File: src/design/assert_macros.svh
// Assertion macros shared by the GCR record decoder RTL.
`ifndef ASSERT_MACROS_SVH
`define ASSERT_MACROS_SVH

`ifndef NO_ASSERTIONS

// Check a property on every rising clock edge outside reset.
`define GCR_ASSERT(lbl, prop) \
  lbl: assert property (@(posedge clk_i) disable iff (!rst_ni) (prop)) \
    else $error("assertion failed");

// Check that a condition never holds outside reset.
`define GCR_ASSERT_NEVER(lbl, cond) \
  lbl: assert property (@(posedge clk_i) disable iff (!rst_ni) !(cond)) \
    else $error("forbidden condition seen");

`else

`define GCR_ASSERT(lbl, prop)
`define GCR_ASSERT_NEVER(lbl, cond)

`endif

`endif

File: src/design/gcrdec_pkg.sv
// Constants, GCR lookup table and result type for the GCR record decoder.
package gcrdec_pkg;

  localparam int unsigned SectorBytes = 256;
  // Byte counter reaches SectorBytes + 2; SectorBytes + 1 is the data checksum index.
  localparam int unsigned ByteCntW = $clog2(SectorBytes + 2);

  localparam int unsigned InDataW  = 8;
  localparam int unsigned OutDataW = 40;
  localparam int unsigned OutUserW = 6;
  localparam int unsigned CfgIdxW  = 2;

  localparam logic [3:0] BitsPerByte = 4'd10;

  localparam logic [7:0] HeaderMarkRst = 8'd8;
  localparam logic [7:0] DataMarkRst   = 8'd7;

  // Configuration register indexes.
  localparam logic [CfgIdxW-1:0] CfgHeaderMark = 2'd0;
  localparam logic [CfgIdxW-1:0] CfgDataMark   = 2'd1;

  // Record kinds.
  localparam logic [1:0] KindHeader  = 2'd0;
  localparam logic [1:0] KindData    = 2'd1;
  localparam logic [1:0] KindUnknown = 2'd2;

  // Record status codes, meaningful on the last byte only.
  localparam logic [2:0] StatHeaderOk  = 3'd0;
  localparam logic [2:0] StatHeaderBad = 3'd1;
  localparam logic [2:0] StatDataOk    = 3'd2;
  localparam logic [2:0] StatDataBad   = 3'd3;
  localparam logic [2:0] StatNoRecord  = 3'd4;

  // Bit 4 marks a valid 5-bit code, low nibble is the decoded value.
  localparam logic [4:0] GcrTable [32] = '{
    5'h00, 5'h00, 5'h00, 5'h00, 5'h00, 5'h00, 5'h00, 5'h00,
    5'h00, 5'h18, 5'h10, 5'h11, 5'h00, 5'h1C, 5'h14, 5'h15,
    5'h00, 5'h00, 5'h12, 5'h13, 5'h00, 5'h1F, 5'h16, 5'h17,
    5'h00, 5'h19, 5'h1A, 5'h1B, 5'h00, 5'h1D, 5'h1E, 5'h00
  };

  typedef struct packed {
    logic [7:0] byte_value;
    logic [8:0] byte_index;
    logic [1:0] record_kind;
    logic [7:0] sector_number;
    logic [7:0] track_number;
    logic [2:0] record_status;
    logic       bad_code;
    logic       last;
  } result_t;

endpackage

File: src/design/gcr_disk_record_decoder.sv
// GCR disk record decoder: raw bits in, decoded record bytes out.
//
//  Channel | Dir | Handshake                    | Payload
//  s_axis  | in  | s_axis_tvalid/s_axis_tready  | tdata: raw_bit; tuser: record_start
//  m_axis  | out | m_axis_tvalid/m_axis_tready  | tdata: byte/index/sector/track;
//          |     |                              | tuser: kind/status/bad; tlast: last
//  cfg     | in  | cfg_valid_i/cfg_ready_o      | cfg_index_i, cfg_data_i
//
// One raw bit is accepted per cycle while s_axis_tready is high; every tenth bit of a
// record yields a byte that is registered in the output stage before it shows on m_axis.
// Results go to a two-entry output stage (result register plus skid register);
// s_axis_tready drops only while both entries hold untaken results.
// Reset clears the record state and loads header_mark = 8, data_mark = 7.
// cfg_ready_o is always high; writes take effect on the next cycle.
`include "assert_macros.svh"

module gcr_disk_record_decoder
  import gcrdec_pkg::*;
(
  input  logic                clk_i,
  input  logic                rst_ni,
  input  logic                s_axis_tvalid,
  output logic                s_axis_tready,
  input  logic [InDataW-1:0]  s_axis_tdata,   // [0] raw_bit, rest zero
  input  logic [0:0]          s_axis_tuser,   // [0] record_start
  output logic                m_axis_tvalid,
  input  logic                m_axis_tready,
  output logic [OutDataW-1:0] m_axis_tdata,   // [7:0] byte_value, [16:8] byte_index,
                                              // [24:17] sector_number,
                                              // [32:25] track_number, rest zero
  output logic [OutUserW-1:0] m_axis_tuser,   // [1:0] record_kind,
                                              // [4:2] record_status, [5] bad_code
  output logic                m_axis_tlast,
  input  logic                cfg_valid_i,
  output logic                cfg_ready_o,
  input  logic [CfgIdxW-1:0]  cfg_index_i,
  input  logic [7:0]          cfg_data_i
);

  // Configuration registers.
  logic [7:0] header_mark_q, header_mark_d;
  logic [7:0] data_mark_q, data_mark_d;

  // Record state.
  logic [9:0]          bit_shift_q, bit_shift_d;
  logic [3:0]          bit_count_q, bit_count_d;
  logic [ByteCntW-1:0] byte_count_q, byte_count_d;
  logic [1:0]          kind_q, kind_d;
  logic                in_record_q, in_record_d;
  logic [7:0]          run_xor_q, run_xor_d;
  logic [7:0]          chk_q, chk_d;
  logic [7:0]          sector_q, sector_d;
  logic [7:0]          track_q, track_d;
  logic                bad_seen_q, bad_seen_d;

  // Output stage.
  result_t out_q, out_d, skid_q, skid_d, res;
  logic    out_valid_q, out_valid_d, skid_valid_q, skid_valid_d;
  logic    res_valid;

  // Working values: state as seen after an optional restart.
  logic                in_fire, start, in_rec_eff, out_take;
  logic [9:0]          shift_eff, shift_new;
  logic [3:0]          cnt_eff, cnt_inc;
  logic [ByteCntW-1:0] byte_cnt_eff;
  logic [1:0]          kind_eff;
  logic [7:0]          xor_eff, chk_eff, sector_eff, track_eff;
  logic                bad_eff;
  logic [4:0]          hi_entry, lo_entry;
  logic [3:0]          hi_nib, lo_nib;
  logic [7:0]          byte_val;
  logic [2:0]          status;
  logic                last;

  assign in_fire  = s_axis_tvalid & s_axis_tready;
  assign out_take = out_valid_q & m_axis_tready;
  assign start    = s_axis_tuser[0];

  assign in_rec_eff   = start | in_record_q;
  assign shift_eff    = start ? '0 : bit_shift_q;
  assign cnt_eff      = start ? '0 : bit_count_q;
  assign byte_cnt_eff = start ? '0 : byte_count_q;
  assign kind_eff     = start ? KindHeader : kind_q;
  assign xor_eff      = start ? '0 : run_xor_q;
  assign chk_eff      = start ? '0 : chk_q;
  assign sector_eff   = start ? '0 : sector_q;
  assign track_eff    = start ? '0 : track_q;
  assign bad_eff      = start ? 1'b0 : bad_seen_q;

  assign shift_new = {shift_eff[8:0], s_axis_tdata[0]};
  assign cnt_inc   = cnt_eff + 4'd1;

  assign hi_entry = GcrTable[shift_new[9:5]];
  assign lo_entry = GcrTable[shift_new[4:0]];
  assign hi_nib   = hi_entry[4] ? hi_entry[3:0] : 4'hF;
  assign lo_nib   = lo_entry[4] ? lo_entry[3:0] : 4'hF;
  assign byte_val = {hi_nib, lo_nib};

  // Record decoding.
  always_comb begin
    bit_shift_d  = bit_shift_q;
    bit_count_d  = bit_count_q;
    byte_count_d = byte_count_q;
    kind_d       = kind_q;
    in_record_d  = in_record_q;
    run_xor_d    = run_xor_q;
    chk_d        = chk_q;
    sector_d     = sector_q;
    track_d      = track_q;
    bad_seen_d   = bad_seen_q;
    status       = StatHeaderOk;
    last         = 1'b0;
    res_valid    = 1'b0;

    if (in_fire && in_rec_eff) begin
      bit_shift_d  = shift_new;
      in_record_d  = 1'b1;
      kind_d       = kind_eff;
      run_xor_d    = xor_eff;
      chk_d        = chk_eff;
      sector_d     = sector_eff;
      track_d      = track_eff;
      bad_seen_d   = bad_eff;
      byte_count_d = byte_cnt_eff;
      if (cnt_inc < BitsPerByte) begin
        bit_count_d = cnt_inc;
      end else begin
        bit_count_d = '0;
        res_valid   = 1'b1;
        bad_seen_d  = bad_eff | ~hi_entry[4] | ~lo_entry[4];
        if (byte_cnt_eff == '0) begin
          if (byte_val == header_mark_q) begin
            kind_d = KindHeader;
          end else if (byte_val == data_mark_q) begin
            kind_d = KindData;
          end else begin
            kind_d = KindUnknown;
            status = StatNoRecord;
            last   = 1'b1;
          end
        end else if (kind_eff == KindHeader) begin
          if (byte_cnt_eff == ByteCntW'(1)) begin
            chk_d = byte_val;
          end else begin
            run_xor_d = xor_eff ^ byte_val;
            if (byte_cnt_eff == ByteCntW'(2)) begin
              sector_d = byte_val;
            end
            if (byte_cnt_eff == ByteCntW'(3)) begin
              track_d = byte_val - 8'd1;
            end
            if (byte_cnt_eff >= ByteCntW'(5)) begin
              last   = 1'b1;
              status = (run_xor_d == chk_eff) ? StatHeaderOk : StatHeaderBad;
            end
          end
        end else begin
          if (byte_cnt_eff <= ByteCntW'(SectorBytes)) begin
            run_xor_d = xor_eff ^ byte_val;
          end else begin
            last   = 1'b1;
            status = (xor_eff == byte_val) ? StatDataOk : StatDataBad;
          end
        end
        byte_count_d = byte_cnt_eff + ByteCntW'(1);
        if (last) begin
          in_record_d = 1'b0;
        end
      end
    end
  end

  always_comb begin
    res.byte_value    = byte_val;
    res.byte_index    = 9'(byte_cnt_eff);
    res.record_kind   = kind_d;
    res.sector_number = (kind_d == KindHeader) ? sector_d : 8'd0;
    res.track_number  = (kind_d == KindHeader) ? track_d : 8'd0;
    res.record_status = status;
    res.bad_code      = bad_seen_d;
    res.last          = last;
  end

  // Output stage: result register backed by one skid entry.
  always_comb begin
    out_d        = out_q;
    skid_d       = skid_q;
    out_valid_d  = out_valid_q;
    skid_valid_d = skid_valid_q;
    if (res_valid) begin
      if (!out_valid_q || out_take) begin
        out_d       = res;
        out_valid_d = 1'b1;
      end else begin
        skid_d       = res;
        skid_valid_d = 1'b1;
      end
    end else if (out_take) begin
      if (skid_valid_q) begin
        out_d        = skid_q;
        skid_valid_d = 1'b0;
      end else begin
        out_valid_d = 1'b0;
      end
    end
  end

  // Configuration writes.
  always_comb begin
    header_mark_d = header_mark_q;
    data_mark_d   = data_mark_q;
    if (cfg_valid_i) begin
      unique case (cfg_index_i)
        CfgHeaderMark: header_mark_d = cfg_data_i;
        CfgDataMark:   data_mark_d   = cfg_data_i;
        default: ;
      endcase
    end
  end

  always_ff @(posedge clk_i or negedge rst_ni) begin
    if (!rst_ni) begin
      header_mark_q <= HeaderMarkRst;
      data_mark_q   <= DataMarkRst;
      bit_shift_q   <= '0;
      bit_count_q   <= '0;
      byte_count_q  <= '0;
      kind_q        <= KindHeader;
      in_record_q   <= 1'b0;
      run_xor_q     <= '0;
      chk_q         <= '0;
      sector_q      <= '0;
      track_q       <= '0;
      bad_seen_q    <= 1'b0;
      out_valid_q   <= 1'b0;
      skid_valid_q  <= 1'b0;
    end else begin
      header_mark_q <= header_mark_d;
      data_mark_q   <= data_mark_d;
      bit_shift_q   <= bit_shift_d;
      bit_count_q   <= bit_count_d;
      byte_count_q  <= byte_count_d;
      kind_q        <= kind_d;
      in_record_q   <= in_record_d;
      run_xor_q     <= run_xor_d;
      chk_q         <= chk_d;
      sector_q      <= sector_d;
      track_q       <= track_d;
      bad_seen_q    <= bad_seen_d;
      out_valid_q   <= out_valid_d;
      skid_valid_q  <= skid_valid_d;
    end
  end

  always_ff @(posedge clk_i) begin
    out_q  <= out_d;
    skid_q <= skid_d;
  end

  assign s_axis_tready = ~skid_valid_q;
  assign cfg_ready_o   = 1'b1;

  assign m_axis_tvalid = out_valid_q;
  assign m_axis_tlast  = out_q.last;
  assign m_axis_tdata  = {7'd0, out_q.track_number, out_q.sector_number,
                          out_q.byte_index, out_q.byte_value};
  assign m_axis_tuser  = {out_q.bad_code, out_q.record_status, out_q.record_kind};

  `GCR_ASSERT(a_skid_needs_out, skid_valid_q |-> out_valid_q)
  `GCR_ASSERT(a_bit_count_range, bit_count_q < BitsPerByte)
  `GCR_ASSERT(a_idle_no_partial, !in_record_q |-> bit_count_q == 4'd0)
  `GCR_ASSERT(a_status_only_last,
              (out_valid_q && !out_q.last) |-> out_q.record_status == StatHeaderOk)
  `GCR_ASSERT_NEVER(a_unknown_not_last,
                    out_valid_q && out_q.record_kind == KindUnknown && !out_q.last)

endmodule
File: config.mk
export PLATFORM = sky130hd
export DESIGN_NAME = gcr_disk_record_decoder
export DESIGN_NICKNAME = d
export VERILOG_FILES = /design/src/design/gcrdec_pkg.sv /design/src/design/gcr_disk_record_decoder.sv
export VERILOG_INCLUDE_DIRS = /design/src /design/src/design
export SDC_FILE = /design/constraint.sdc
export NUM_CORES = 1
export LEC_CHECK = 0
export BUFFER_PORTS_ARGS = -buffer_cell sky130_fd_sc_hd__buf_2
export CAP_MARGIN = 20
export CORE_MARGIN = 5
export CORE_UTILIZATION = 60
export CTS_CLUSTER_DIAMETER = 200
export DETAILED_ROUTE_END_ITERATION = 16
export GPL_TIMING_DRIVEN = 0
export MAX_ROUTING_LAYER = met4
export PLACE_DENSITY = 0.8
export SLEW_MARGIN = 20
export SYNTH_ARGS = -nofsm -noshare
export SYNTH_HDL_FRONTEND = slang
export SYNTH_SLANG_ARGS = --single-unit
export TNS_END_PERCENT = 1
File: constraint.sdc
create_clock -name clk_i -period 6.5 [get_ports clk_i]
set_input_delay 0.325 -clock clk_i [delete_from_list [all_inputs] [get_ports clk_i]]
set_output_delay 0.325 -clock clk_i [all_outputs]
set_load 0.02 [all_outputs]
* Word-level counts from Yosys, hierarchy flattened
Memory sizes are Yosys's and may differ from the RTL's.
Cells that the tools add are included.
** Storage, ports and cells
- ROM bits :: 320
- Output and inout bits :: 50
- Bits of input ports :: 24
- Word-level logic and storage cells :: 162
- Memories kept :: 2
- Register bits :: 156
** Memory list
- (no name shown) :: depth 32, width 5, rd ports 1, clocked after Yosys merged registers in 0, wr ports 0, line gcr_disk_record_decoder.sv:94 : assign lo_entry = GcrTable[shift_new[4:0]];
- (no name shown) :: depth 32, width 5, rd ports 1, clocked after Yosys merged registers in 0, wr ports 0, line gcr_disk_record_decoder.sv:93 : assign hi_entry = GcrTable[shift_new[9:5]];
** Operators by class
- Reductions and logical operators :: 15
- Muxes and demuxes :: 84
- $add $sub $neg :: 3
- $lt $le $gt $ge :: 5
- Bitwise operators :: 12
- Equality and inequality tests :: 11
** Operator list (number)
- 8-bit two-way mux :: 27
- 40-bit two-way mux :: 4
- 8-bit == test :: 4
- 1-bit two-way mux :: 29
- 9-bit two-way mux :: 3
- 5-bit two-way mux :: 4
- 9-bit by 2-bit == test with 1-bit output (second input constant) :: 2
- 3-bit two-way mux :: 6
- 4-bit two-way mux :: 4
- 2-bit two-way mux :: 7
- 6-bit >= comparator (second input constant) :: 2
- 5-bit NOT with 6-bit output :: 2
- 9-bit by 1-bit adder with 9-bit output (second input constant) :: 1
- 9-bit by 1-bit == test with 1-bit output (second input constant) :: 1
- 9-bit by 3-bit >= comparator with 1-bit output (second input constant) :: 1
- 9-bit <= comparator (second input constant) :: 1
- 9-bit zero test :: 1
- 2-bit AND reduction :: 4
- 8-bit by 1-bit subtractor with 8-bit output (second input constant) :: 1
- 8-bit bitwise XOR :: 1
- 2-bit zero test :: 3
- 3-bit AND reduction :: 2
- 4-bit by 1-bit adder with 4-bit output (second input constant) :: 1
- 4-bit < comparator (second input constant) :: 1
- other kinds (10) :: 18

* Longest topological paths before layout
Gate-level depths: netlist (run 1).
- Word-level depth :: 17
- Gate-level depth with buffers :: 19
- Gate-level depth less buffers :: 14

* Worst setup path before layout (run 1)
OpenSTA, ideal clock, no wires.
- Path kind :: input to register
- Start :: input s_axis_tuser
- End :: register out_q, in the netlist m_axis_tdata[0], enable pin
- Slack :: 0.960 ns
- Arrival time :: 5.089 ns
- Stages on the path :: 12
- Cell sequence :: buf_2 buf_2 clkbuf_1 clkbuf_1 nor2b_1 ha_1 xor2_1 a2111oi_1 clkbuf_1 buf_1 a21oi_1 a21oi_1
** Between the ends
- Word-level cells in the longest chain between the ends :: 7
- Elaborated cells between the ends (all ways) :: 11
** RTL lines
- start, declared :: line gcr_disk_record_decoder.sv:25 : input logic [0:0] s_axis_tuser,
- 4-bit two-way mux :: line gcr_disk_record_decoder.sv:81 : assign cnt_eff = start ? '0 : bit_count_q;
- 4-bit by 1-bit adder with 4-bit output :: line gcr_disk_record_decoder.sv:91 : assign cnt_inc = cnt_eff + 4'd1;
- 4-bit < comparator :: line gcr_disk_record_decoder.sv:125 : if (cnt_inc < BitsPerByte) begin
- 1-bit two-way mux :: line gcr_disk_record_decoder.sv:125
- 1-bit two-way mux (*) :: line gcr_disk_record_decoder.sv:115 : if (in_fire && in_rec_eff) begin
- 2-bit by 1-bit != test with 1-bit output (no line) / 2-bit nonzero test (equally long branches)
- 3-bit AND reduction (no line) (*)
- end signal, assigned :: line gcr_disk_record_decoder.sv:256 : out_q <= out_d;
- end, declared :: line gcr_disk_record_decoder.sv:57 : result_t out_q, out_d, skid_q, skid_d, res;
Every way passes the cells marked *; elsewhere a longest branch is shown, timed or not.
A chain may end at the register's enable or synchronous reset.

* Final worst setup path (run 1)
- Start :: input s_axis_tuser
- End :: register out_q, in the netlist m_axis_tdata[7], enable pin
Same word-level chain as after synthesis.

==> results of run 1 <==
[sequential cells by signal, summed over array words and instances (netlist names), 9 cells and up]
signal / flops
m_axis_tdata: 33
skid_q: 40
byte_count_q: 9
bit_shift_q: 9
[critical path, stage by stage]
cell and delay, ps:
buf_2 90, buf_2 220, buf_2 310, clkbuf_1 450
clkbuf_1 470, nor2b_1 140, ha_1 280, xor2_1 210
a2111oi_2 820, clkbuf_1 470, buf_1 590, a21oi_1 170
a21oi_4 530, buf_16 260
[cell type report]
cell class,count,area (um^2)
Buffer,43,247.7
Clock buffer,17,425.4
Clock inverter,15,178.9
Fill cell,989,3889
Inverter,36,135.1
Multi-Input combinational cell,532,3520
Sequential cell,156,4309
Tap cell,176,220.2
Timing Repair Buffer,62,370.4
[power breakdown]
group | total (mW) | internal [mW] | leakage, nW | switching (mW)
combinational | 0.230 | 0.0863 | 1.84 | 0.144
sequential | 1.10 | 1.07 | 1.78 | 0.0309
clock | 1.02 | 0.581 | 0.300 | 0.441
total | 2.36 | 1.74 | 3.92 | 0.616
[final timing paths]
path,startpoint,endpoint,slack [ps]
setup / recovery,s_axis_tuser,m_axis_tdata[7]$_DFFE_PP_,1270
hold / removal,m_axis_tready,skid_valid_q$_DFFE_PN0P_,80
setup reg to reg,bit_count_q[0]$_DFFE_PN0P_,m_axis_tdata[7]$_DFFE_PP_,2290
hold reg to reg,chk_q[1]$_DFFE_PN0P_,chk_q[1]$_DFFE_PN0P_,500
max in group asynchronous,rst_ni,m_axis_tvalid$_DFFE_PN0P_,5530
min in group asynchronous,rst_ni,bit_shift_q[4]$_DFFE_PN0P_,370
[metrics by stage]
step                      setup WS [ps]  hold WS, ps    util  setup TNS (ps)  total power [mW]
after floorplan                   960.4        29.41       -               0             1.274
after global placement            -1457        466.6  0.6540          -58070             1.333
after detailed placement          881.5        297.7  0.6609               0             1.348
after CTS                          1279        75.17  0.7071               0             2.359
after global routing              898.1        83.07  0.7075               0             2.429
final                              1271        82.62  0.7075               0             2.355
[cell families (layout without fill, tap and decap cells)]
family | after synthesis | count (layout) | synth area share
and+or+nand+nor | 256 | 256 | 0.1616
AOI/OAI and AO/OA | 194 | 194 | 0.1669
DFF | 156 | 156 | 0.5280
buffers and inverters | 79 | 173 | 0.04691
xor gates and xnor gates | 38 | 38 | 0.04415
muxes | 21 | 21 | 0.02851
adders and majority gates | 15 | 15 | 0.02300
other | 2 | 8 | 0.0009202
[routing by layer]
layer / up-vias / wire length (um) / GRT usage
li1: 2920 / - / -
met1: 3141 / 8456 / 0.3314
met2: 283 / 10050 / 0.4324
met3: 54 / 1522 / 0.06473
met4: 0 / 625 / 0.1180
met5: - / 0 / -
[cells in the final DEF (no fill, tap or decap), types with 6 or more instances in the layout]
cell,count
a21o_1,8
a21oi_1,33
a22oi_1,7
conb_1,8
o2bb2ai_1,6
o21ai_0,52
nand2_1,109
a32o_1,7
nand2b_1,13
and3_1,8
inv_1,33
a22o_1,12
buf_2,63
mux2_2,18
dfrtp_1,72
xnor2_1,23
inv_6,7
nor2b_1,23
clkbuf_1,19
nand4_1,7
clkbuf_16,17
nand3_1,6
a31oi_1,16
ha_1,15
edfxtp_1,80
nor2_1,35
nor3_1,8
buf_4,12
o31ai_2,7
xor2_1,13
nor3b_1,6
==> run summary, run 1 <==
DR WL/cell -> 19.92 um
Primary FF master, synth -> edfxtp_1
Unrepaired setup endpoints after global routing -> no
Slew @ Worst Pin -> 958.7 ps
Post-synth EDFFs -> 80
Largest net degree at the start of global routing -> 45
Synth Instances -> 761
Setup Viol. Count Final -> 0
Core area -> 13,300 um^2
Post_cts resized -> 0
Port Buf Inserts -> 58
Worst hold stages -> 2
Pre-antenna DRT Iters -> 5
Max Cap Viol -> 0
FMAX -> 191.2 MHz
DRC Markers -> 0
Die area -> 16,040 um^2
Crit-path max FO -> 26
Crit end category -> flop
Drt first-iter violations -> 598
Largest area contributor in the netlist -> edfxtp_1
Unique masters post-synth -> 78
Hold Buf Count CTS -> 1
Antenna Cells -> 0
Seq/Total Area, Yosys -> 0.5280
Number of post-CTS setup repair buffers -> 0
Leading cell type by number of instances after synthesis -> nand2_1
Grt ovf -> 0
CTS tree -> done
Routed WL -> 20.66 mm
Tot GR Track Use -> 0.2711
Cell Rows -> 42
Leading post-synthesis cells by cell area -> edfxtp_1 29%, dfrtp_1 22%, nand2_1 5.0%
Reg2Reg Depth -> 9
Reg clk slew, reported paths -> 60 ps
Root Driver -> clkbuf_16
Final Max Tran Viols -> 0
#FFs+latches synth -> 156
Power Density -> 250.4 nW/um^2
Leakage -> 3.916 nW
Final ANT Viol Nets -> 0
Placed Cells -> 1,004
Vias per std cell -> 6.170
First-pass GRT wire length -> 33.06 mm
Top cell type's share of synthesized area -> 0.2943
Vias in the first global route -> 6,342
Most common library cells after synthesis -> 109 x nand2_1, 80 x edfxtp_1, 72 x dfrtp_1
Hold Violations, Final -> 0
Layout Nets -> 887
Placed Area -> 8787 um^2
Initial antenna violation count -> 0
Finished Cell Area -> 9407 um^2
Post-synthesis instance area -> 8162 um^2
Synth async-reset ratio -> 0.4872
Avg Inst Size Synth -> 10.72 um^2
Non-Filler Instances -> 1,037
Fin crit share -> 0.8045
Syn. warnings -> 0
IO Count -> 74
Hold crit path type -> primary input to flop
Worst VDD drop -> 181.8 uV
CP required -> 6640 ps
CTS Sinks -> 156
Die height -> 126.6 um
Area grow syn2layout -> 15.25%
Status -> finished clean
Fin crit period -> 5229 ps
Worst Path Arrival -> 5370 ps
DP Wirelength -> 14.84 mm
Die W -> 126.6 um
Slew margin rel. -> 0.3597
Worst-Skew Late Latency -> 440 ps
CTS Buf Count -> 17
Worst setup path class -> primary input to flop
Max Buffers Root-to-Sink -> 2
Layout cells sized above 1 -> 0.1974
Vias -> 6,398
Final setup skew -> 7.780 ps
GPL Wtd Cong -> 0.9660
Startpoint Class -> primary input
H-tree levels -> 4
Initial Util -> 0.6139
Note: power is estimated with default switching activity, not from simulation.
==> run 2: changes to the inputs <==
==> constraint.sdc (replaced) <==
create_clock -name clk_i -period 5.2 [get_ports clk_i]
set_input_delay 0.26 -clock clk_i [delete_from_list [all_inputs] [get_ports clk_i]]
set_output_delay 0.26 -clock clk_i [all_outputs]
set_load 0.02 [all_outputs]
==> run 2 against run 1 <==
  * Clock skew rose by 1.7 ps
  * Utilization rose by 0.18 points
  * Critical endpoint is now m_axis_tdata[28]$_DFFE_PP_
  * Routed wire length is 1.6% higher
  * Largest cell class unchanged
  * Total power up 26%
  * Sequential power is 25% higher
==> run summary, run 2 (same netlist as run 1, synthesis figures left out) <==
Vias per std cell -> 6.224 (was 6.170)
Seq pwr share -> 0.463 (was 0.468)
Top Family by Delay on Critical Path -> buffers and inverters (unchanged)
IO Count -> 74 (unchanged)
Max reg flops -> 40 (unchanged)
Number of post-CTS setup repair buffers -> 0 (unchanged)
Area grow syn2layout -> 15.54% (was 15.25%)
Die area -> 16,040 um^2 (unchanged)
Most flops, register -> skid_q (unchanged)
Crit-path most repeated cell -> buf_2
Tot GR Track Use -> 0.2736 (was 0.2711)
Sw Share -> 0.2528 (was 0.2617)
Leakage -> 3.915 nW (was 3.916 nW)
Slowest cell on the critical path -> a221oi_2 (was a2111oi_2)
Most common cell after layout, fill and taps aside -> nand2_1 (unchanged)
Unrepaired setup endpoints after global routing -> no (unchanged)
Internal power -> 2.225 mW (was 1.739 mW)
Final core occ -> 0.7093 (was 0.7075)
Clock share of power -> 0.438 (was 0.434)
Status -> finished clean (unchanged)
Die height -> 126.6 um (unchanged)
CTS Sinks -> 156 (unchanged)
Root Driver -> clkbuf_16 (unchanged)
Worst VDD drop -> 213.5 uV (was 181.8 uV)
Crit end category -> flop (unchanged)
Max Cap Viol -> 0 (unchanged)
Worst Path Arrival -> 5120 ps (was 5370 ps)
Crit-path max FO -> 10 (was 26)
CTS tree -> done (unchanged)
DP Wirelength -> 14.78 mm (was 14.84 mm)
Levels on crit path -> 18 (was 14)
Antenna Cells -> 0 (unchanged)
Setup TNS -> 0 ps (unchanged)
Core area -> 13,300 um^2 (unchanged)
Initial antenna violation count -> 0 (unchanged)
Crit-path max cell delay -> 780 ps (was 820 ps)
Fin crit share -> 0.9347
Fin crit period -> 4861 ps
Final WS setup -> 339.3 ps (was 1271 ps)
Drt first-iter violations -> 660 (was 598)
GPL Wtd Cong -> 0.9764 (was 0.9660)
H-tree levels -> 4 (unchanged)
Hold crit path type -> primary input to flop (unchanged)
Sw Pwr -> 0.7527 mW (was 0.6162 mW)
Final ANT Viol Nets -> 0 (unchanged)
Vias -> 6,461 (was 6,398)
CTS Buf Count -> 17 (unchanged)
Layout cells sized above 1 -> 0.1961 (was 0.1974)
Slew margin rel. -> 0.2748 (was 0.3597)
Max Buffers Root-to-Sink -> 2 (unchanged)
Comb power frac -> 0.099 (was 0.098)
Hold Violations, Final -> 0 (unchanged)
Layout Nets -> 888 (was 887)
Most frequent cells in the layout -> 109 x nand2_1, 80 x edfxtp_1, 72 x dfrtp_1 (unchanged)
Total Power -> 2.978 mW (was 2.355 mW)
Worst-Skew Late Latency -> 430 ps (was 440 ps)
Buffers & Inverters on Critical Path -> 8 (unchanged)
Port Buf Inserts -> 58 (unchanged)
Worst hold stages -> 2 (unchanged)
DRC Markers -> 0 (unchanged)
Power Density -> 315.8 nW/um^2 (was 250.4 nW/um^2)
Routed WL -> 20.98 mm (was 20.66 mm)
Pre-antenna DRT Iters -> 5 (unchanged)
Vias in the first global route -> 6,441 (was 6,342)
Slew @ Worst Pin -> 1080 ps (was 958.7 ps)
CP required -> 5460 ps (was 6640 ps)
Cell Rows -> 42 (unchanged)
Final setup skew -> 9.530 ps (was 7.780 ps)
Reg2Reg Depth -> 12 (was 9)
Pre-CTS WS -> -134.3 ps (was 881.5 ps)
DR WL/cell -> 20.21 um (was 19.92 um)
First-pass GRT wire length -> 33.58 mm (was 33.06 mm)
Worst setup path class -> primary input to flop (unchanged)
Startpoint Class -> primary input (unchanged)
Grt ovf -> 0 (unchanged)
Reg clk slew, reported paths -> 70 ps (was 60 ps)
FMAX -> 205.7 MHz
Initial Util -> 0.6139 (unchanged)
Final Max Tran Viols -> 0 (unchanged)
Die W -> 126.6 um (unchanged)
Worst-path cell chain -> buf_2, buf_2, buf_2, clkbuf_1, clkbuf_1, nor2b_1, inv_1, ha_1, buf_2, nand3b_1, a21o_1, a221oi_2, xor2_1, o2111ai_1, nor4_4, o31ai_2, buf_6, o31ai_2 (was buf_2, buf_2, buf_2, clkbuf_1, clkbuf_1, nor2b_1, ha_1, xor2_1, a2111oi_2, clkbuf_1, buf_1, a21oi_1, a21oi_4, buf_16)
Setup Viol. Count Final -> 0 (unchanged)
Largest net degree at the start of global routing -> 45 (unchanged)
## run 2: final cells by class
class	instances	area [um^2]
buffer	43	247.7
clock buffer	18	439.2
clock inverter	14	181.4
fill	982	3865
inverter	36	135.1
multi-input combinational	532	3522
sequential	156	4309
tap	176	220.2
timing repair buffer	63	375.4
## run 2: metal layers
| layer | vias up | part of all wire | track usage |
|---|---|---|---|
| met5 | - | 0 | - |
| met2 | 320 | 0.49 | 0.4399 |
| li1 | 2919 | - | - |
| met3 | 55 | 0.067 | 0.05086 |
| met4 | 0 | 0.034 | 0.1243 |
| met1 | 3167 | 0.40 | 0.3386 |
## run 2: worst paths after layout
path                                                 start                         end  slack (ps)
worst max-delay path                          s_axis_tuser  m_axis_tdata[28]$_DFFE_PP_         340
worst min register to register        chk_q[6]$_DFFE_PN0P_        chk_q[6]$_DFFE_PN0P_         500
worst min-delay path                         m_axis_tready    skid_valid_q$_DFFE_PN0P_          30
max in group asynchronous                           rst_ni       sector_q[7]$_DFF_PN0_        4310
min in group asynchronous                           rst_ni  bit_shift_q[0]$_DFFE_PN0P_         310
worst max register to register  bit_shift_q[5]$_DFFE_PN0P_  m_axis_tdata[28]$_DFFE_PP_        1110
## run 2: power by group through the flow
| stage | Combinational (mW) | Clock (mW) | Sequential [mW] |
|---|---|---|---|
| 2_1_floorplan | 0.198 | 0 | 1.39 |
| 3_3_place_gp | 0.264 | 0 | 1.40 |
| 3_5_place_dp | 0.284 | 0 | 1.40 |
| 4_1_cts | 0.288 | 1.31 | 1.38 |
| 5_1_grt | 0.322 | 1.37 | 1.38 |
| 6_report | 0.296 | 1.30 | 1.38 |
## run 2: repair_timing
item | CTS | global route
endpoints found under the hold margin | 28 | 0
hold buffers | 1 | 0
gates resized for setup | 0 | 1
endpoints found under the setup margin | 0 | 27
## run 2: through the flow
stage | instance area, um^2 | instances | hold WS (ps)
global route | 9430 | 1038 | 26.46
floorplan | 8188 | 767 | -35.59
detailed placement | 8787 | 1005 | 232.3
CTS | 9418 | 1038 | 25.34
finish | 9430 | 1038 | 31.36
global placement | 8698 | 1001 | 456.8
